### src/sv/frv_pkg.sv
// Package for the file request validator: word types, codes and helpers.
package frv_pkg;

    // Item kinds on the request channel.
    typedef enum logic [1:0] {
        OP_USER = 2'd0,
        OP_PATH = 2'd1,
        OP_END  = 2'd2,
        OP_NONE = 2'd3
    } op_t;

    // Request types carried by the closing word.
    localparam logic [2:0] REQ_INVALID = 3'd0;
    localparam logic [2:0] REQ_READ    = 3'd1;
    localparam logic [2:0] REQ_WRITE   = 3'd2;
    localparam logic [2:0] REQ_CREATE  = 3'd3;
    localparam logic [2:0] REQ_DELETE  = 3'd4;
    localparam logic [2:0] REQ_OTHER   = 3'd5;

    // Failure codes, in the order the checks are applied.
    typedef enum logic [2:0] {
        FAIL_NONE      = 3'd0,
        FAIL_TYPE      = 3'd1,
        FAIL_USER      = 3'd2,
        FAIL_PATH      = 3'd3,
        FAIL_BLOCK     = 3'd4,
        FAIL_FILE_TYPE = 3'd5,
        FAIL_ROOT_DEL  = 3'd6
    } fail_t;

    // Configuration register indexes.
    localparam int unsigned CFG_INDEX_W = 3;
    localparam logic [CFG_INDEX_W-1:0] CFG_MAX_USER   = 3'd0;
    localparam logic [CFG_INDEX_W-1:0] CFG_MAX_PATH   = 3'd1;
    localparam logic [CFG_INDEX_W-1:0] CFG_MAX_COMP   = 3'd2;
    localparam logic [CFG_INDEX_W-1:0] CFG_MAX_BLOCKS = 3'd3;
    localparam int unsigned CFG_DATA_W = 16;

    // Reset values of the limits.
    localparam logic [7:0]  MAX_USER_RESET   = 8'd10;
    localparam logic [11:0] MAX_PATH_RESET   = 12'd128;
    localparam logic [7:0]  MAX_COMP_RESET   = 8'd59;
    localparam logic [15:0] MAX_BLOCKS_RESET = 16'd124;

    // Character constants.
    localparam logic [7:0] CHAR_NUL   = 8'h00;
    localparam logic [7:0] CHAR_SLASH = 8'h2f;
    localparam logic [7:0] CHAR_F     = 8'h66;
    localparam logic [7:0] CHAR_D     = 8'h64;
    localparam logic [7:0] CHAR_SPACE = 8'h20;
    localparam logic [7:0] CHAR_TAB   = 8'h09;
    localparam logic [7:0] CHAR_CR    = 8'h0d;

    typedef struct packed {
        op_t               op;
        logic [7:0]        ch;
        logic [2:0]        req_type;
        logic signed [63:0] block_index;
        logic [7:0]        file_type;
    } req_word_t;

    typedef struct packed {
        logic  valid_res;
        fail_t fail_reason;
    } res_word_t;

    typedef struct packed {
        logic [7:0]  max_user;
        logic [11:0] max_path;
        logic [7:0]  max_comp;
        logic [15:0] max_blocks;
    } limits_t;

    // Summary of the name checks handed from the byte tracker to the judge.
    typedef struct packed {
        logic user_fail;
        logic path_fail;
        logic path_root;
    } name_status_t;

    function automatic logic is_blank(input logic [7:0] c);
        return (c == CHAR_SPACE) || ((c >= CHAR_TAB) && (c <= CHAR_CR));
    endfunction

endpackage

### src/sv/frv_tracker.sv
// Byte tracker: saturating length counters and sticky flags for username and pathname.
module frv_tracker (
    input  logic                 clk,
    input  logic                 rst_n,
    input  logic                 step,
    input  frv_pkg::op_t         op,
    input  logic [7:0]           ch,
    input  frv_pkg::limits_t     limits,
    output frv_pkg::name_status_t status
);
    import frv_pkg::*;

    logic [8:0]  user_len_reg, user_len_next;
    logic        user_bad_reg, user_bad_next;
    logic [12:0] path_len_reg, path_len_next;
    logic [8:0]  comp_len_reg, comp_len_next;
    logic        path_bad_reg, path_bad_next;
    logic        last_slash_reg, last_slash_next;

    logic       first;
    logic [8:0] comp_inc;

    always_comb
    begin
        user_len_next   = user_len_reg;
        user_bad_next   = user_bad_reg;
        path_len_next   = path_len_reg;
        comp_len_next   = comp_len_reg;
        path_bad_next   = path_bad_reg;
        last_slash_next = last_slash_reg;
        first           = (path_len_reg == 13'd0);
        comp_inc        = (comp_len_reg <= {1'b0, limits.max_comp}) ?
                          comp_len_reg + 9'd1 : comp_len_reg;
        if (step)
        begin
            unique case (op)
                OP_USER:
                begin
                    if (user_len_reg <= {1'b0, limits.max_user})
                    begin
                        user_len_next = user_len_reg + 9'd1;
                    end
                    if (is_blank(ch))
                    begin
                        user_bad_next = 1'b1;
                    end
                end
                OP_PATH:
                begin
                    if (path_len_reg <= {1'b0, limits.max_path})
                    begin
                        path_len_next = path_len_reg + 13'd1;
                    end
                    if ((ch == CHAR_NUL) || is_blank(ch))
                    begin
                        path_bad_next = 1'b1;
                    end
                    if (ch == CHAR_SLASH)
                    begin
                        // Two slashes in a row make an empty component.
                        if (!first && last_slash_reg)
                        begin
                            path_bad_next = 1'b1;
                        end
                        comp_len_next   = 9'd0;
                        last_slash_next = 1'b1;
                    end
                    else
                    begin
                        if (first)
                        begin
                            path_bad_next = 1'b1;
                        end
                        comp_len_next = comp_inc;
                        if (comp_inc > {1'b0, limits.max_comp})
                        begin
                            path_bad_next = 1'b1;
                        end
                        last_slash_next = 1'b0;
                    end
                end
                OP_END:
                begin
                    user_len_next   = 9'd0;
                    user_bad_next   = 1'b0;
                    path_len_next   = 13'd0;
                    comp_len_next   = 9'd0;
                    path_bad_next   = 1'b0;
                    last_slash_next = 1'b0;
                end
                default:
                begin
                end
            endcase
        end
    end

    always_ff @(posedge clk or negedge rst_n)
    begin
        if (!rst_n)
        begin
            user_len_reg   <= '0;
            user_bad_reg   <= 1'b0;
            path_len_reg   <= '0;
            comp_len_reg   <= '0;
            path_bad_reg   <= 1'b0;
            last_slash_reg <= 1'b0;
        end
        else
        begin
            user_len_reg   <= user_len_next;
            user_bad_reg   <= user_bad_next;
            path_len_reg   <= path_len_next;
            comp_len_reg   <= comp_len_next;
            path_bad_reg   <= path_bad_next;
            last_slash_reg <= last_slash_next;
        end
    end

    always_comb
    begin
        status.user_fail = (user_len_reg == 9'd0) ||
                           (user_len_reg > {1'b0, limits.max_user}) || user_bad_reg;
        status.path_fail = (path_len_reg == 13'd0) ||
                           (path_len_reg > {1'b0, limits.max_path}) ||
                           path_bad_reg || last_slash_reg;
        status.path_root = (path_len_reg == 13'd1) && last_slash_reg;
    end

endmodule

### src/sv/file_request_validator.sv
// Top level of the file request validator: handshakes, limit registers and the final judge.
//
// The block checks one file-server request delivered as a stream of words on the req
// channel. Username bytes (op OP_USER) and pathname bytes (op OP_PATH) may be interleaved
// and each is folded into saturating length counters and sticky error flags; a closing
// word (op OP_END) carries the request type, block index and file type and produces
// exactly one word on the res channel: valid_res and the first failed check (type,
// username, path, block range, file type, root delete). Words with op OP_NONE are
// dropped without effect. The block takes one word every cycle while it is not stalled:
// an accepted word is held in an input register while the trackers update and the judge
// runs, and a closing word's result is registered in the output register. The only stall
// comes from the output register holding an untaken result when another closing word
// needs it. The four limits are written through the cfg channel, which is always ready;
// writes to indexes beyond the four registers are ignored. Limits should only be changed
// while no request is in progress.
module file_request_validator (
    input  logic                            clk,
    input  logic                            rst_n,
    input  logic                            req_valid,
    output logic                            req_ready,
    input  frv_pkg::req_word_t              req_word,
    output logic                            res_valid,
    input  logic                            res_ready,
    output frv_pkg::res_word_t              res_word,
    input  logic                            cfg_valid,
    output logic                            cfg_ready,
    input  logic [frv_pkg::CFG_INDEX_W-1:0] cfg_index,
    input  logic [frv_pkg::CFG_DATA_W-1:0]  cfg_data
);
    import frv_pkg::*;

    // Limit registers.
    limits_t limits_reg;

    // Input stage.
    logic      s1_valid_reg;
    req_word_t s1_word_reg;
    logic      s1_fire;
    logic      s1_is_end;

    // Output stage.
    logic      res_valid_reg;
    res_word_t res_word_reg;
    res_word_t res_word_next;

    name_status_t status;
    fail_t        reason;
    logic         block_bad;
    logic         ftype_bad;

    assign cfg_ready = 1'b1;

    always_ff @(posedge clk or negedge rst_n)
    begin
        if (!rst_n)
        begin
            limits_reg.max_user   <= MAX_USER_RESET;
            limits_reg.max_path   <= MAX_PATH_RESET;
            limits_reg.max_comp   <= MAX_COMP_RESET;
            limits_reg.max_blocks <= MAX_BLOCKS_RESET;
        end
        else if (cfg_valid)
        begin
            unique case (cfg_index)
                CFG_MAX_USER:   limits_reg.max_user   <= cfg_data[7:0];
                CFG_MAX_PATH:   limits_reg.max_path   <= cfg_data[11:0];
                CFG_MAX_COMP:   limits_reg.max_comp   <= cfg_data[7:0];
                CFG_MAX_BLOCKS: limits_reg.max_blocks <= cfg_data[15:0];
                default:
                begin
                end
            endcase
        end
    end

    // A byte word always moves on; a closing word needs the output register free.
    assign s1_is_end = (s1_word_reg.op == OP_END);
    assign s1_fire   = s1_valid_reg && (!s1_is_end || !res_valid_reg || res_ready);
    assign req_ready = !s1_valid_reg || s1_fire;

    always_ff @(posedge clk or negedge rst_n)
    begin
        if (!rst_n)
        begin
            s1_valid_reg <= 1'b0;
        end
        else if (req_ready)
        begin
            s1_valid_reg <= req_valid;
        end
    end

    always_ff @(posedge clk)
    begin
        if (req_ready && req_valid)
        begin
            s1_word_reg <= req_word;
        end
    end

    frv_tracker u_tracker (
        .clk    (clk),
        .rst_n  (rst_n),
        .step   (s1_fire),
        .op     (s1_word_reg.op),
        .ch     (s1_word_reg.ch),
        .limits (limits_reg),
        .status (status)
    );

    // A block index is in range only when non-negative and below the block count.
    assign block_bad = s1_word_reg.block_index[63] ||
                       (s1_word_reg.block_index[62:16] != 47'd0) ||
                       (s1_word_reg.block_index[15:0] >= limits_reg.max_blocks);
    assign ftype_bad = (s1_word_reg.file_type != CHAR_F) &&
                       (s1_word_reg.file_type != CHAR_D);

    always_comb
    begin
        priority if ((s1_word_reg.req_type == REQ_INVALID) ||
                     (s1_word_reg.req_type > REQ_OTHER))
        begin
            reason = FAIL_TYPE;
        end
        else if (status.user_fail)
        begin
            reason = FAIL_USER;
        end
        else if (status.path_fail)
        begin
            reason = FAIL_PATH;
        end
        else if (((s1_word_reg.req_type == REQ_READ) ||
                  (s1_word_reg.req_type == REQ_WRITE)) && block_bad)
        begin
            reason = FAIL_BLOCK;
        end
        else if ((s1_word_reg.req_type == REQ_CREATE) && ftype_bad)
        begin
            reason = FAIL_FILE_TYPE;
        end
        else if ((s1_word_reg.req_type == REQ_DELETE) && status.path_root)
        begin
            // A bare root path is already caught by the path check.
            reason = FAIL_ROOT_DEL;
        end
        else
        begin
            reason = FAIL_NONE;
        end
        res_word_next.valid_res   = (reason == FAIL_NONE);
        res_word_next.fail_reason = reason;
    end

    always_ff @(posedge clk or negedge rst_n)
    begin
        if (!rst_n)
        begin
            res_valid_reg <= 1'b0;
        end
        else if (s1_fire && s1_is_end)
        begin
            res_valid_reg <= 1'b1;
        end
        else if (res_ready)
        begin
            res_valid_reg <= 1'b0;
        end
    end

    always_ff @(posedge clk)
    begin
        if (s1_fire && s1_is_end)
        begin
            res_word_reg <= res_word_next;
        end
    end

    assign res_valid = res_valid_reg;
    assign res_word  = res_word_reg;

endmodule
### config.mk
export PLATFORM = sky130hd
export DESIGN_NAME = file_request_validator
export DESIGN_NICKNAME = d
export VERILOG_FILES = /design/src/sv/frv_pkg.sv /design/src/sv/frv_tracker.sv /design/src/sv/file_request_validator.sv
export SDC_FILE = /design/constraint.sdc
export NUM_CORES = 1
export LEC_CHECK = 0
export ABC_AREA = 1
export BUFFER_PORTS_ARGS = -buffer_cell sky130_fd_sc_hd__buf_2
export CELL_PAD_IN_SITES_DETAIL_PLACEMENT = 2
export CELL_PAD_IN_SITES_GLOBAL_PLACEMENT = 2
export CORE_AREA = 3 3 150 166
export DETAILED_ROUTE_END_ITERATION = 8
export DIE_AREA = 0 0 153 169
export GPL_ROUTABILITY_DRIVEN = 1
export MAX_ROUTING_LAYER = met4
export PLACE_DENSITY = 0.83
export SLEW_MARGIN = 15
export SYNTH_ARGS = -nofsm -noshare
export SYNTH_HDL_FRONTEND = slang
export SYNTH_SLANG_ARGS = --single-unit
### constraint.sdc
create_clock -name clk -period 4 [get_ports clk]
set_clock_uncertainty 0.05 [all_clocks]
set_input_delay 0.4 -clock clk [delete_from_list [all_inputs] [get_ports clk]]
set_output_delay 0.4 -clock clk [all_outputs]
set_load 0.1 [all_outputs]
==> results.md <==
- Fillers: 2,528
- Routed wire length: 22.95 mm
- Cell Area, Synth: 8373 um^2
- Final-report hold violation count: 8
- First-pass GRT wire length: 37.67 mm
- # DRC: 0
- HP Class: input port to async pin
- TritonCTS clock tree: done
- Max Buffers Root-to-Sink: 2
- Setup CP Type: register to register
- H-Tree Depth: 4
- Starting Density: 35.56%
- DR pass1 iterations: 6
- Run status: finished with violations
- Worst slew pin tran: 0.9955 ns
- Inserted Diodes: 0
- LEAKAGE: 0.004595 uW
- CP max FO: 11
- Clock Sinks: 168
- Min Hold Slack: -0.007835 ns
- Wire per inst: 17.68 um
- Failing checks: negative hold slack
- Max reg flops: 84
- Vias/cell: 4.925
- CTS Buf Count: 17
- Number of synthesized register bits: 168
- Root Buffer: clkbuf_16
- Largest net degree at the start of global routing: 81
- Core Region: 23,550 um^2
- Number of synthesized flops with an enable pin: 88
- Pre-CTS WS: 0.7177 ns
- Chip Width: 153 um
- Seq/Total Area, Yosys: 55.66%
- RSZ-0062 raised after global routing: no
- # setup viols final: 0
- Commonest non-fill, non-tap cell in the layout: nand2_1
- MaxCap Viol Count: 0
- Peak VDD IR: 270.5 uV
- Post-DP HPWL: 16.52 mm
- Multi-input logic area: 3127 um^2
- Critical path arrival: 3.65 ns
- Worst-path clk slew: 0.07 ns
- Slew margin rel.: 33.63%
- Slew Limit Fails: 0
- Top FF cell, synth: edfxtp_1
- Power Dens Cells: 531.6 nW/um^2
- Crit end category: register
- Nets: 1,150
- GP Congestion: 0.8067
- Die height: 169 um
- Max Freq: 0.3006 GHz
- Fin worst setup slack: 0.6731 ns
- Mapped Cells: 857
- Most frequent cells in the layout: nand2_1, inv_1, buf_2
- DIE AREA: 25,860 um^2
- GRT Util Overall: 18.92%
- Number of global-route vias before repair: 7,252
- Netlist cell types: 46
- Fraction of registers with async set or reset after synthesis: 47.62%
- Setup Buffers After CTS: 0
- Via Count: 6,393
- PortBufs: 113
- Share of layout cells above drive strength 1: 19.84%
- Area delta synth->final: 17.98%
- Period utilization: 83.17%
- Synth Net Count: 1,027
- Fin crit period: 3.327 ns
- ANT nets after route: 0
- Total gr overflow: 0
- Post_cts resized: 0
- Synth Warn #: 0
- Clk Latency, worst-skew pair: 0.44 ns
- Antenna violations before repair: 0
- Avg Cell Area, Syn: 9.770 um^2
- Worst EP required: 4.33 ns
- I/O pins: 116
- Drt initial violations: 247
- Hold buffers post-CTS: 0
- Row cnt: 59
- Crit start category: register
- Register area: 4661 um^2
- Total Neg Setup Slack: 0 ns
## final cells by class
| type | instances | share of cell area, % |
|---|---|---|
| sequential | 168 | 47.18 |
| multi-input combinational | 541 | 31.65 |
| timing repair buffer | 116 | 5.978 |
| inverter | 136 | 5.256 |
| clock buffer | 17 | 4.307 |
| tap | 305 | 3.863 |
| clock inverter | 15 | 1.761 |
## metrics by stage
stage / area (um^2) / std cells / power, uW / util, % / hold slack (ns)
3_5_place_dp: 9274 / 1266 / 3583 / 39.38 / 0.4301
4_1_cts: 9873 / 1298 / 5330 / 41.93 / 0.02138
6_report: 9878 / 1298 / 5251 / 41.95 / -0.007835
5_1_grt: 9878 / 1298 / 5610 / 41.95 / 0.04980
3_3_place_gp: 9274 / 1266 / 3488 / 39.38 / 0.4167
2_1_floorplan: 8382 / 857 / 3169 / - / 0.05441
## cells in the mapped netlist, types with 5 or more instances
library cell / number / share of area [%]
clkbuf_1: 7 / 0.31
nand2_1: 183 / 8.2
edfxtp_1: 88 / 32
o21ai_0: 51 / 3.0
dfrtp_1: 67 / 20
nand3_1: 31 / 1.9
ha_1: 61 / 9.1
dfstp_2: 13 / 4.1
a21oi_1: 22 / 1.3
inv_1: 131 / 5.9
nor3_1: 11 / 0.66
nor2_1: 82 / 3.7
o22ai_1: 8 / 0.60
xor2_1: 18 / 1.9
nand4_1: 17 / 1.3
o21ai_2: 7 / 0.73
o31ai_1: 5 / 0.45
nor4_1: 7 / 0.52
## critical path, cell delays in order (launching register included)
cell,delay [ns]
dfstp_2,0.54
inv_1,0.06
ha_1,0.30
a21oi_1,0.13
o21ai_0,0.09
nand2_1,0.06
nand3_1,0.08
nand2_1,0.33
nand2_1,0.11
xor2_1,0.19
inv_1,0.08
ha_1,0.30
nand2_1,0.07
nor2_1,0.15
nand2_1,0.07
nand3_1,0.07
nand2_1,0.05
nand2_1,0.07
nand2_1,0.08
nand2_1,0.08
nand2_1,0.07
nand4_1,0.09
nand3_1,0.07
nand2_1,0.06
## logic make-up after synthesis
| group | share of synthesized area (%) |
|---|---|
| DFF | 55.66 |
| other | 0.04479 |
| adders and majority gates | 9.115 |
| buffers and inverters | 7.113 |
| AOI/OAI and AO/OA | 7.651 |
| and+or+nand+nor | 18.42 |
| xor gates and xnor gates | 1.987 |
## where the power goes
group          switching [uW]  internal [uW]  total [uW]
Combinational             854            475        1330
Sequential                177           2060        2240
Clock                     836            846        1680
Total                    1870           3380        5250
## layer usage
layer	GRT usage (%)	part of all wire [%]	vias to the layer above
met4	5.269	1.7	0
met3	3.298	2.5	29
met1	20.70	40	3202
met2	35.36	56	92
met5	-	0	-
li1	-	-	3070
## final timing paths
kind	slack [ns]	from	cells past startpoint	endpoint
max in group asynchronous	3.06	rst_n	2	u_tracker.path_len_reg[8]$_DFFE_PN0P_
worst min register to register	0.44	limits_reg[18]$_DFFE_PN0P_	2	limits_reg[18]$_DFFE_PN0P_
worst max-delay path	0.67	limits_reg[20]$_DFFE_PN1P_	23	u_tracker.path_bad_reg$_DFFE_PN0P_
min in group clk	0.08	req_word[40]	1	s1_word_reg[40]$_DFFE_PP_
worst min-delay path	-0.008	rst_n	1	u_tracker.comp_len_reg[3]$_DFFE_PN0P_
worst max register to register	0.67	limits_reg[20]$_DFFE_PN1P_	23	u_tracker.path_bad_reg$_DFFE_PN0P_
(Power assumes the default switching activity.)
